## src/rtl/urrf_pkg.sv

```systemverilog
// Shared types, register map and helpers for the UART register block.
`default_nettype none

package urrf_pkg;

  // Receive FIFO depth (default for the top-level parameter).
  localparam int unsigned RX_DEPTH = 8;

  // Bus window and special read values.
  localparam logic [15:0] OFS_LIMIT     = 16'h1000;
  localparam logic [2:0]  MAX_SIZE      = 3'd4;
  localparam logic [31:0] RX_EMPTY_WORD = 32'h8000_0000;

  // Watermark count field: bits 18..16 of tx/rx control.
  localparam int unsigned WM_LSB = 16;
  localparam int unsigned WM_W   = 3;

  // Register offsets.
  localparam logic [15:0] REG_TX_DATA   = 16'h0000;
  localparam logic [15:0] REG_RX_DATA   = 16'h0004;
  localparam logic [15:0] REG_TX_CTRL   = 16'h0008;
  localparam logic [15:0] REG_RX_CTRL   = 16'h000C;
  localparam logic [15:0] REG_IRQ_EN    = 16'h0010;
  localparam logic [15:0] REG_IRQ_PEND  = 16'h0014;
  localparam logic [15:0] REG_DIVISOR   = 16'h0018;

  // Interrupt enable / pending bits.
  localparam int unsigned IRQ_TXWM = 0;
  localparam int unsigned IRQ_RXWM = 1;

  typedef enum logic [1:0] {
    CMD_READ  = 2'd0,
    CMD_WRITE = 2'd1,
    CMD_RX    = 2'd2
  } cmd_e;

  // FIFO control from the register decode.
  typedef struct packed {
    logic push;
    logic pop;
  } fifo_ctl_t;

  // Byte-lane mask for an access of the given size.
  function automatic logic [31:0] size_mask(input logic [2:0] size);
    logic [31:0] m;
    m = '0;
    for (int b = 0; b < 4; b++) begin
      if (size > 3'(b)) begin
        m[8*b +: 8] = 8'hFF;
      end
    end
    return m;
  endfunction

  // Byte-masked merge of write data into a register.
  function automatic logic [31:0] merge(input logic [31:0] cur, input logic [31:0] wd,
                                        input logic [31:0] mask);
    return (cur & ~mask) | (wd & mask);
  endfunction

endpackage

`default_nettype wire

```

## src/rtl/urrf_in_if.sv

```systemverilog
// Input channel: bus commands and received line bytes.
`default_nettype none

interface urrf_in_if;
  logic        valid;
  logic        ready;
  logic [1:0]  command;
  logic [15:0] offset;
  logic [2:0]  access_size;
  logic [31:0] write_data;
  logic [7:0]  rx_byte;

  modport source (output valid, command, offset, access_size, write_data, rx_byte,
                  input ready);
  modport sink   (input valid, command, offset, access_size, write_data, rx_byte,
                  output ready);
endinterface

`default_nettype wire

```

## src/rtl/urrf_out_if.sv

```systemverilog
// Output channel: one result per command.
`default_nettype none

interface urrf_out_if;
  logic        valid;
  logic        ready;
  logic [31:0] read_data;
  logic        access_ok;
  logic        bad_register;
  logic        tx_valid;
  logic [7:0]  tx_byte;
  logic        rx_taken;
  logic        irq_level;

  modport source (output valid, read_data, access_ok, bad_register, tx_valid, tx_byte,
                  rx_taken, irq_level, input ready);
  modport sink   (input valid, read_data, access_ok, bad_register, tx_valid, tx_byte,
                  rx_taken, irq_level, output ready);
endinterface

`default_nettype wire

```

## src/rtl/uart_regs_rx_fifo.sv

```systemverilog
// Top level: UART register block with receive FIFO, one result per command.
// Results are registered: each accepted command loads its result into the result register.
// Throughput: one command per cycle while the output is not stalled; decode, register update
//   and FIFO push/pop all complete at the accept edge, with the byte RAM read addressed by the next head.
// Reset (rst_ni, async low): FIFO empty, control words zero, no result pending.
//   FIFO RAM contents are not cleared; only written entries are ever returned.
`default_nettype none

module uart_regs_rx_fifo #(
  parameter int unsigned RxDepth = urrf_pkg::RX_DEPTH
) (
  input  wire logic clk_i,
  input  wire logic rst_ni,
  urrf_in_if.sink   in_i,
  urrf_out_if.source out_o
);

  import urrf_pkg::*;

  localparam int unsigned FW = $clog2(RxDepth + 1);
  localparam int unsigned CW = (FW > WM_W) ? FW : WM_W;

  // Architectural registers
  logic [31:0] tx_ctrl_q,  tx_ctrl_d;
  logic [31:0] rx_ctrl_q,  rx_ctrl_d;
  logic [31:0] irq_en_q,   irq_en_d;
  logic [31:0] divisor_q,  divisor_d;

  // Result register
  logic        out_valid_q;
  logic [31:0] rd_q;
  logic        ok_q, bad_q, txv_q, taken_q, irq_q;
  logic [7:0]  txb_q;

  logic        in_fire;
  logic        is_read, is_write, is_rx, in_range;
  logic [31:0] mask;
  logic [31:0] rd_raw, rd_d;
  logic        bad_d, txv_d, taken_d, irq_d;
  logic [7:0]  txb_d;
  logic [1:0]  pend;
  logic [FW-1:0] fill, fill_next;
  logic [7:0]  head_byte;
  fifo_ctl_t   fifo_ctl;

  // The result register frees up when empty or when its transaction drains.
  assign in_i.ready = !out_valid_q || out_o.ready;
  assign in_fire    = in_i.valid && in_i.ready;

  assign is_read  = (in_i.command == CMD_READ);
  assign is_write = (in_i.command == CMD_WRITE);
  assign is_rx    = (in_i.command == CMD_RX);
  assign in_range = (in_i.offset < OFS_LIMIT) && (in_i.access_size <= MAX_SIZE);
  assign mask     = size_mask(in_i.access_size);

  // Interrupt pending: tx watermark when the tx count is nonzero,
  // rx watermark when the fill level exceeds the rx count.
  assign pend[IRQ_TXWM] = (tx_ctrl_q[WM_LSB +: WM_W] != '0);
  assign pend[IRQ_RXWM] = (CW'(fill) > CW'(rx_ctrl_q[WM_LSB +: WM_W]));

  // FIFO control. Push only with room; pop only a nonempty FIFO.
  assign fifo_ctl.push = in_fire && is_rx && (fill < FW'(RxDepth));
  assign fifo_ctl.pop  = in_fire && is_read && in_range && (in_i.offset == REG_RX_DATA)
                         && (fill != '0);

  always_comb begin
    fill_next = fill;
    if (fifo_ctl.push) begin
      fill_next = fill + FW'(1);
    end else if (fifo_ctl.pop) begin
      fill_next = fill - FW'(1);
    end
  end

  // Read mux and write decode
  always_comb begin
    rd_raw    = '0;
    bad_d     = 1'b0;
    txv_d     = 1'b0;
    txb_d     = '0;
    tx_ctrl_d = tx_ctrl_q;
    rx_ctrl_d = rx_ctrl_q;
    irq_en_d  = irq_en_q;
    divisor_d = divisor_q;
    if (is_read && in_range) begin
      unique case (in_i.offset)
        REG_TX_DATA:  rd_raw = '0;
        REG_RX_DATA:  rd_raw = (fill != '0) ? {24'h0, head_byte} : RX_EMPTY_WORD;
        REG_TX_CTRL:  rd_raw = tx_ctrl_q;
        REG_RX_CTRL:  rd_raw = rx_ctrl_q;
        REG_IRQ_EN:   rd_raw = irq_en_q;
        REG_IRQ_PEND: rd_raw = {30'h0, pend};
        REG_DIVISOR:  rd_raw = divisor_q;
        default:      bad_d  = 1'b1;
      endcase
    end else if (is_write && in_range) begin
      unique case (in_i.offset)
        REG_TX_DATA: begin
          txv_d = 1'b1;
          txb_d = in_i.write_data[7:0];
        end
        REG_TX_CTRL: tx_ctrl_d = merge(tx_ctrl_q, in_i.write_data, mask);
        REG_RX_CTRL: rx_ctrl_d = merge(rx_ctrl_q, in_i.write_data, mask);
        REG_IRQ_EN:  irq_en_d  = merge(irq_en_q, in_i.write_data, mask);
        REG_DIVISOR: divisor_d = merge(divisor_q, in_i.write_data, mask);
        default:     bad_d     = 1'b1;
      endcase
    end
  end

  assign rd_d    = rd_raw & mask;
  assign taken_d = fifo_ctl.push;
  // IRQ reflects the state left by this command.
  assign irq_d   = irq_en_d[IRQ_TXWM] || (irq_en_d[IRQ_RXWM] && (fill_next != '0));

  urrf_fifo #(
    .RxDepth (RxDepth)
  ) u_fifo (
    .clk_i       (clk_i),
    .rst_ni      (rst_ni),
    .ctl_i       (fifo_ctl),
    .push_byte_i (in_i.rx_byte),
    .fill_o      (fill),
    .head_byte_o (head_byte)
  );

  always_ff @(posedge clk_i or negedge rst_ni) begin
    if (!rst_ni) begin
      tx_ctrl_q   <= '0;
      rx_ctrl_q   <= '0;
      irq_en_q    <= '0;
      divisor_q   <= '0;
      out_valid_q <= 1'b0;
    end else begin
      if (in_fire) begin
        tx_ctrl_q <= tx_ctrl_d;
        rx_ctrl_q <= rx_ctrl_d;
        irq_en_q  <= irq_en_d;
        divisor_q <= divisor_d;
      end
      if (in_fire) begin
        out_valid_q <= 1'b1;
      end else if (out_o.ready) begin
        out_valid_q <= 1'b0;
      end
    end
  end

  // Result payload, loaded with each accepted transaction
  always_ff @(posedge clk_i) begin
    if (in_fire) begin
      rd_q    <= rd_d;
      ok_q    <= (is_read || is_write) && in_range;
      bad_q   <= bad_d;
      txv_q   <= txv_d;
      txb_q   <= txb_d;
      taken_q <= taken_d;
      irq_q   <= irq_d;
    end
  end

  assign out_o.valid        = out_valid_q;
  assign out_o.read_data    = rd_q;
  assign out_o.access_ok    = ok_q;
  assign out_o.bad_register = bad_q;
  assign out_o.tx_valid     = txv_q;
  assign out_o.tx_byte      = txb_q;
  assign out_o.rx_taken     = taken_q;
  assign out_o.irq_level    = irq_q;

  // Fill level never exceeds the FIFO depth.
  a_fill_bound: assert property (@(posedge clk_i) disable iff (!rst_ni)
    fill <= FW'(RxDepth))
    else $error("rx fill above depth");

  // Push and pop never coincide.
  a_push_pop_excl: assert property (@(posedge clk_i) disable iff (!rst_ni)
    !(fifo_ctl.push && fifo_ctl.pop))
    else $error("rx push and pop in same cycle");

  // An accepted command always yields a result next cycle.
  a_result_follows: assert property (@(posedge clk_i) disable iff (!rst_ni)
    in_fire |=> out_valid_q)
    else $error("accepted transaction produced no result");

  // A result flags at most one of transmit, receive push and unmapped access.
  a_result_kind: assert property (@(posedge clk_i) disable iff (!rst_ni)
    out_valid_q |-> $onehot0({txv_q, taken_q, bad_q}))
    else $error("conflicting result flags");

  // A refused access returns no data and no unmapped flag.
  a_refused_clean: assert property (@(posedge clk_i) disable iff (!rst_ni)
    (out_valid_q && !ok_q) |-> (rd_q == '0 && !bad_q && !txv_q))
    else $error("refused access produced data");

endmodule

`default_nettype wire

```

## src/rtl/urrf_ram.sv

```systemverilog
// Generic single-write, single-read RAM with registered read data.
`default_nettype none

module urrf_ram #(
  parameter int unsigned Width = 8,
  parameter int unsigned Depth = 8
) (
  input  wire logic                     clk_i,
  input  wire logic                     we_i,
  input  wire logic [$clog2(Depth)-1:0] waddr_i,
  input  wire logic [Width-1:0]         wdata_i,
  input  wire logic [$clog2(Depth)-1:0] raddr_i,
  output logic      [Width-1:0]         rdata_o
);

  logic [Width-1:0] mem [Depth];
  logic [Width-1:0] rdata_q;

  always_ff @(posedge clk_i) begin
    if (we_i) begin
      mem[waddr_i] <= wdata_i;
    end
    rdata_q <= mem[raddr_i];
  end

  assign rdata_o = rdata_q;

endmodule

`default_nettype wire

```

## src/rtl/urrf_fifo.sv

```systemverilog
// Receive FIFO: head/fill pointers around the byte RAM, head byte always ready.
`default_nettype none

module urrf_fifo #(
  parameter int unsigned RxDepth = urrf_pkg::RX_DEPTH
) (
  input  wire logic                         clk_i,
  input  wire logic                         rst_ni,
  input  wire urrf_pkg::fifo_ctl_t          ctl_i,
  input  wire logic [7:0]                   push_byte_i,
  output logic [$clog2(RxDepth+1)-1:0]      fill_o,
  output logic [7:0]                        head_byte_o
);

  import urrf_pkg::*;

  localparam int unsigned IW = $clog2(RxDepth);
  localparam int unsigned FW = $clog2(RxDepth + 1);
  localparam int unsigned SW = IW + 1;

  logic [IW-1:0] head_q, head_d, head_inc, tail;
  logic [FW-1:0] fill_q, fill_d;
  logic [SW-1:0] tail_sum;
  logic [7:0]    ram_rdata;
  logic [7:0]    byp_q;
  logic          byp_sel_q;

  assign head_inc = (head_q == IW'(RxDepth - 1)) ? '0 : head_q + IW'(1);
  assign head_d   = ctl_i.pop ? head_inc : head_q;

  // tail = (head + fill) mod depth; the sum stays below twice the depth
  assign tail_sum = SW'(head_q) + SW'(fill_q);
  assign tail     = (tail_sum >= SW'(RxDepth)) ? IW'(tail_sum - SW'(RxDepth))
                                                : IW'(tail_sum);

  always_comb begin
    fill_d = fill_q;
    if (ctl_i.push) begin
      fill_d = fill_q + FW'(1);
    end else if (ctl_i.pop) begin
      fill_d = fill_q - FW'(1);
    end
  end

  always_ff @(posedge clk_i or negedge rst_ni) begin
    if (!rst_ni) begin
      head_q    <= '0;
      fill_q    <= '0;
      byp_sel_q <= 1'b0;
    end else begin
      head_q    <= head_d;
      fill_q    <= fill_d;
      // only a push into an empty FIFO writes the entry being read
      byp_sel_q <= ctl_i.push && (fill_q == '0);
    end
  end

  always_ff @(posedge clk_i) begin
    byp_q <= push_byte_i;
  end

  // Read address tracks the next head, so the registered data is the head byte.
  urrf_ram #(
    .Width (8),
    .Depth (RxDepth)
  ) u_ram (
    .clk_i   (clk_i),
    .we_i    (ctl_i.push),
    .waddr_i (tail),
    .wdata_i (push_byte_i),
    .raddr_i (head_d),
    .rdata_o (ram_rdata)
  );

  assign fill_o      = fill_q;
  assign head_byte_o = byp_sel_q ? byp_q : ram_rdata;

endmodule

`default_nettype wire
```

## src/flat_wrapper.sv

```systemverilog
// flat-port wrapper written by rule: the top's interface ports become plain ports
module uart_regs_rx_fifo_flat import urrf_pkg::*;
#(
  parameter int unsigned RxDepth = urrf_pkg::RX_DEPTH
)
  (clk_i, rst_ni, in_i_valid, in_i_command, in_i_offset, in_i_access_size, in_i_write_data, in_i_rx_byte, in_i_ready, out_o_valid, out_o_read_data, out_o_access_ok, out_o_bad_register, out_o_tx_valid, out_o_tx_byte, out_o_rx_taken, out_o_irq_level, out_o_ready);
  urrf_in_if in_i_i ();
  urrf_out_if out_o_i ();
  input  wire logic clk_i;
  input  wire logic rst_ni;
  input wire logic [$bits(in_i_i.valid)-1:0] in_i_valid;
  input wire logic [$bits(in_i_i.command)-1:0] in_i_command;
  input wire logic [$bits(in_i_i.offset)-1:0] in_i_offset;
  input wire logic [$bits(in_i_i.access_size)-1:0] in_i_access_size;
  input wire logic [$bits(in_i_i.write_data)-1:0] in_i_write_data;
  input wire logic [$bits(in_i_i.rx_byte)-1:0] in_i_rx_byte;
  output wire logic [$bits(in_i_i.ready)-1:0] in_i_ready;
  output wire logic [$bits(out_o_i.valid)-1:0] out_o_valid;
  output wire logic [$bits(out_o_i.read_data)-1:0] out_o_read_data;
  output wire logic [$bits(out_o_i.access_ok)-1:0] out_o_access_ok;
  output wire logic [$bits(out_o_i.bad_register)-1:0] out_o_bad_register;
  output wire logic [$bits(out_o_i.tx_valid)-1:0] out_o_tx_valid;
  output wire logic [$bits(out_o_i.tx_byte)-1:0] out_o_tx_byte;
  output wire logic [$bits(out_o_i.rx_taken)-1:0] out_o_rx_taken;
  output wire logic [$bits(out_o_i.irq_level)-1:0] out_o_irq_level;
  input wire logic [$bits(out_o_i.ready)-1:0] out_o_ready;
  assign in_i_i.valid = in_i_valid;
  assign in_i_i.command = in_i_command;
  assign in_i_i.offset = in_i_offset;
  assign in_i_i.access_size = in_i_access_size;
  assign in_i_i.write_data = in_i_write_data;
  assign in_i_i.rx_byte = in_i_rx_byte;
  assign in_i_ready = in_i_i.ready;
  assign out_o_valid = out_o_i.valid;
  assign out_o_read_data = out_o_i.read_data;
  assign out_o_access_ok = out_o_i.access_ok;
  assign out_o_bad_register = out_o_i.bad_register;
  assign out_o_tx_valid = out_o_i.tx_valid;
  assign out_o_tx_byte = out_o_i.tx_byte;
  assign out_o_rx_taken = out_o_i.rx_taken;
  assign out_o_irq_level = out_o_i.irq_level;
  assign out_o_i.ready = out_o_ready;
  uart_regs_rx_fifo #(.RxDepth(RxDepth)) u_core (.clk_i(clk_i), .rst_ni(rst_ni), .in_i(in_i_i), .out_o(out_o_i));
endmodule
```

## config.mk

```make
export PLATFORM = sky130hd
export DESIGN_NAME = uart_regs_rx_fifo_flat
export DESIGN_NICKNAME = d
export VERILOG_FILES = /design/src/rtl/urrf_pkg.sv /design/src/rtl/urrf_in_if.sv /design/src/rtl/urrf_out_if.sv /design/src/rtl/uart_regs_rx_fifo.sv /design/src/rtl/urrf_ram.sv /design/src/rtl/urrf_fifo.sv /design/src/flat_wrapper.sv
export SDC_FILE = /design/constraint.sdc
export NUM_CORES = 1
export LEC_CHECK = 0
export ABC_AREA = 0
export ABC_CLOCK_PERIOD_IN_PS = 10300
export BUFFER_PORTS_ARGS = -buffer_cell sky130_fd_sc_hd__buf_4
export CAP_MARGIN = 20
export CORE_ASPECT_RATIO = 0.6
export CORE_MARGIN = 10
export CORE_UTILIZATION = 63
export CTS_CLUSTER_DIAMETER = 200
export CTS_CLUSTER_SIZE = 30
export DETAILED_ROUTE_END_ITERATION = 8
export PLACE_DENSITY = 0.84
export RECOVER_POWER = 100
export SYNTH_ARGS = -nofsm -noshare
export SYNTH_HDL_FRONTEND = slang
export SYNTH_HIERARCHICAL = 1
export SYNTH_SLANG_ARGS = --single-unit
```

## constraint.sdc

```tcl
create_clock -name clk_i -period 10.3 [get_ports clk_i]
set_input_delay 0.515 -clock clk_i [delete_from_list [all_inputs] [get_ports clk_i]]
set_output_delay 0.515 -clock clk_i [all_outputs]
set_load 0.02 [all_outputs]
```

==> metrics.md <==
| Metric | Value |
|---|---|
| Result of the run | `finished with violations` |
| Violated checks | `max-capacitance violations, max-slew violations` |
| Hold_buf cts | `0` |
| Post-route DRC violation count | `0` |
| Slew at the pin closest to its max-slew limit | `~3.2 ns` |
| Die height | `roughly 120 um` |
| Leading register cell type out of synthesis | `dfrtp_1` |
| Highest signal layer in the routed design | `met4` |
| Initial drt markers | `789` |
| Number of gates given a new drive strength after cts | `0` |
| Post-synthesis register bit count | `between 200 and 300` |
| Buffers from clock root to sink, at most | `3` |
| Clock tree from TritonCTS | `yes` |
| Area taken by multi-input logic gates | `approximately 3800 sq um` |
| Final routed wire length divided by cell count | `25.0 um` |
| Horiz. Die Dim | `191 um` |
| Max Slew Vio Count | `163` |
| Critical path data arrival time | `5.21 ns` |
| Synth top area cells | `dfrtp_1 31%, edfxtp_1 30%, mux2_2 14%` |
| Maximum number of pins on one net before global-route repair | `78` |
| Post-detailed-route count of antenna-violating nets | `0` |
| IO Pins | `112` |
| Hold/Removal Path Class | `in -> reg` |
| Fraction of the yosys area taken by sequential cells | `63.7%` |
| Post-synthesis cell type with the largest combined area | `dfrtp_1` |
| Cell area after layout | `12100 sq um` |
| Post-Place Cell Area | `around 12000 sq um` |
| Number of filler cells placed in the layout | `1138` |
| Post-synthesis instance total | `724` |
| Data required time of the critical path | `10.67 ns` |
| Insertion delay to the later sink of the worst-skew pair | `~0.49 ns` |
| Post-synthesis instance area | `11000 sq um` |
| Synthesized area per cell | `15.2 sq um` |
| Clock period minus final worst setup slack | `4.84 ns` |
| # port buffers | `111` |
| Drt via density | `6.53` |
| Number of H-tree levels | `1` |
| Starting density of the core | `64.2%` |
| Kind of critical path | `in -> reg` |
| Sequential cell area in the final layout | `7020 sq um` |
| Final routed wirelength across all metal layers | `26600 um` |
| Unrepaired setup endpoints after global routing | `false` |
| Min setup slack post-route | `5.46 ns` |
| CORE AREA | `17200 sq um` |
| Area Overhead vs Synth | `10.2%` |
| Number of library cell types mapped by synthesis | `62` |
| Length of routed met3 wiring | `between 2000 and 2500 um` |
| Total clock sinks | `262` |
| Critical path launch point type | `input port` |
| Weighted congestion reported at the end of routability-driven placement | `0.829` |
| Yosys warning total | `6` |
| Leakage dissipation | `0.00500 uW` |
| Share of async-settable or async-resettable flops after synthesis | `52.3%` |
| Number of nets produced by synthesis | `801` |
| Areal power density over the cells | `154 nW/um^2` |
| Reg clk slew, reported paths | `approximately 0.11 ns` |
| Maximum frequency from static timing analysis | `207 MHz` |
| Number of global-route vias before repair | `around 7300` |
| Number of violations of the max-capacitance limit | `5` |
| Fraction of final layout cells with drive strength greater than 1 | `around a quarter` |
| Count of buffers added by post-CTS timing repair for setup | `0` |
| Total Routing Usage GR | `22.4%` |
| Power consumption | `roughly 1900 uW` |
| Crit-path max FO | `24` |
| Post-Route Setup TNS | `0 ns` |
| CTS Buf Count | `12` |
| DP Wirelength | `18300 um` |
| Antenna cells | `0` |
| Setup Slack @ Placement | `~6.3 ns` |
| Wire length the detailed router placed on met1 | `between 10000 and 15000 um` |
| Period utilization | `47.0%` |
| Number of flops mapped to enable cells by yosys | `109` |
| Worst rel slew slack | `-113%` |
| Final setup skew | `0.0249 ns` |
| CTS Root Cell | `clkbuf_16` |
| Nets | `around 900` |
| Initial DRT Pass Iterations | `5` |
| Worst voltage drop across the vdd grid | `0.0960 mV` |
| Overall via count from detail_route | `6957` |
| Total die area | `23400 sq um` |
| Initial antenna violation count | `0` |
| Top cell type's share of synthesized area | `between 30% and 40%` |
| Kind of end point of the critical path | `flop` |
| Wire length of the first global-routing pass | `41100 um` |
| Row cnt | `37` |
| Detailed-routed wire length on met2 | `12800 um` |
| Aggregate global routing overflow | `0` |
| Count of endpoints failing hold in the final timing report | `0` |
| Number of endpoints failing setup at the final stage | `0` |
## metrics by stage
stage / instances / hold WS (ns) / utilization, %
finish: 1065 / 0.256 / 70.7
global route: 1065 / 0.243 / 70.7
CTS: 1065 / 0.115 / 72.4
detailed placement: 1046 / 0.483 / 70.4
global placement: 1046 / 0.468 / 70.4
floorplan: 724 / 0.219 / -
## cell type report
class                   instances  share of cell area [%]
repair buffers                119                    5.41
well taps                     234                    2.41
flip-flops and latches        262                    57.8
clock inverters                 1                  0.0721
inverters                      19                   0.587
multi-input cells             412                    30.9
clock buffers                  18                    2.83
## cell families (layout without fill, tap and decap cells)
group                    count (synthesis)  count (layout)  synth area share (%)
buffers and inverters                   50             157                  2.02
XOR/XNOR                                 5               5                 0.397
AND/OR/NAND/NOR                        119             119                  6.38
flip-flops                             262             262                  63.7
AO/OA/AOI/OAI                          109             109                  6.91
multiplexers                           167             167                  19.1
adder cells (fa/ha/maj)                 12              12                  1.50
## where the power goes
part	internal, uW	switching (uW)
sequential	1110	26.3
combinational	71.7	111
clock	237	308
## placed cells by master, fill, tap and decap left out, types with 3 or more instances in the layout
cell type | synthesis | routed
mux2_1 | 1 | 6
clkbuf_1 | 18 | 68
nand4b_1 | 4 | 4
edfxtp_1 | 109 | 109
nand2b_1 | 11 | 11
mux2i_1 | 8 | 7
a222oi_1 | 14 | 14
nor4b_1 | 3 | 3
xnor2_1 | 4 | 4
nand4_1 | 3 | 3
o31ai_1 | 3 | 3
nor3_1 | 13 | 14
buf_4 | 0 | 55
mux4_1 | 15 | 15
mux2_2 | 141 | 137
nand2_1 | 24 | 24
and2_0 | 0 | 8
ha_1 | 10 | 10
nand3b_1 | 4 | 4
o21ai_0 | 4 | 4
a21oi_1 | 35 | 35
nand3_1 | 5 | 5
nor2_1 | 14 | 16
inv_1 | 19 | 19
dfrtp_1 | 137 | 137
dfxtp_1 | 16 | 16
clkbuf_16 | 0 | 13
nor4_1 | 3 | 4
a22oi_1 | 39 | 39
and3_1 | 9 | 9
## path summary, 6_finish.rpt
| kind | start | end | slack (ns) | depth (start not counted) |
|---|---|---|---|---|
| worst min-delay path | in_i_valid | u_core/out_o.valid$_DFFE_PN0P_ | 0.26 | 2 |
| min in group asynchronous | rst_ni | async pin | 1.08 | 1 |
| max in group asynchronous | rst_ni | async pin | 6.93 | 2 |
| worst max register to register | u_core/u_fifo/fill_o[0]$_DFFE_PN0P_ | u_core/u_fifo/u_ram/rdata_o[2]$_DFF_P_ | 5.67 | 11 |
| worst max-delay path | in_i_offset[14] | flop | 5.46 | 7 |
| worst min register to register | flop | flop | 0.51 | 1 |
## synthesized netlist by cell type (all sizes together), types with 13 or more instances
library cell  count
edfxtp          109
buf              13
mux4             16
a22oi            39
a222oi           14
mux2            143
nand2            24
dfxtp            16
nor2             16
clkbuf           18
nor3             16
inv              19
a21oi            35
dfrtp           137
## per-layer routing
layer,track usage (%),vias up
li1,-,2979
met1,30.4,3600
met2,36.1,336
met3,5.41,42
met4,5.53,0
met5,0,-
## critical path, cell delays in order
cell and delay (ns):
clkbuf_4 0.11, nor4_1 0.68, nand3_1 0.39, nor3_1 1.19, clkbuf_1 1.14, nand2_1 0.65
mux2_1 0.51
Power figures use the tool's default switching activity.
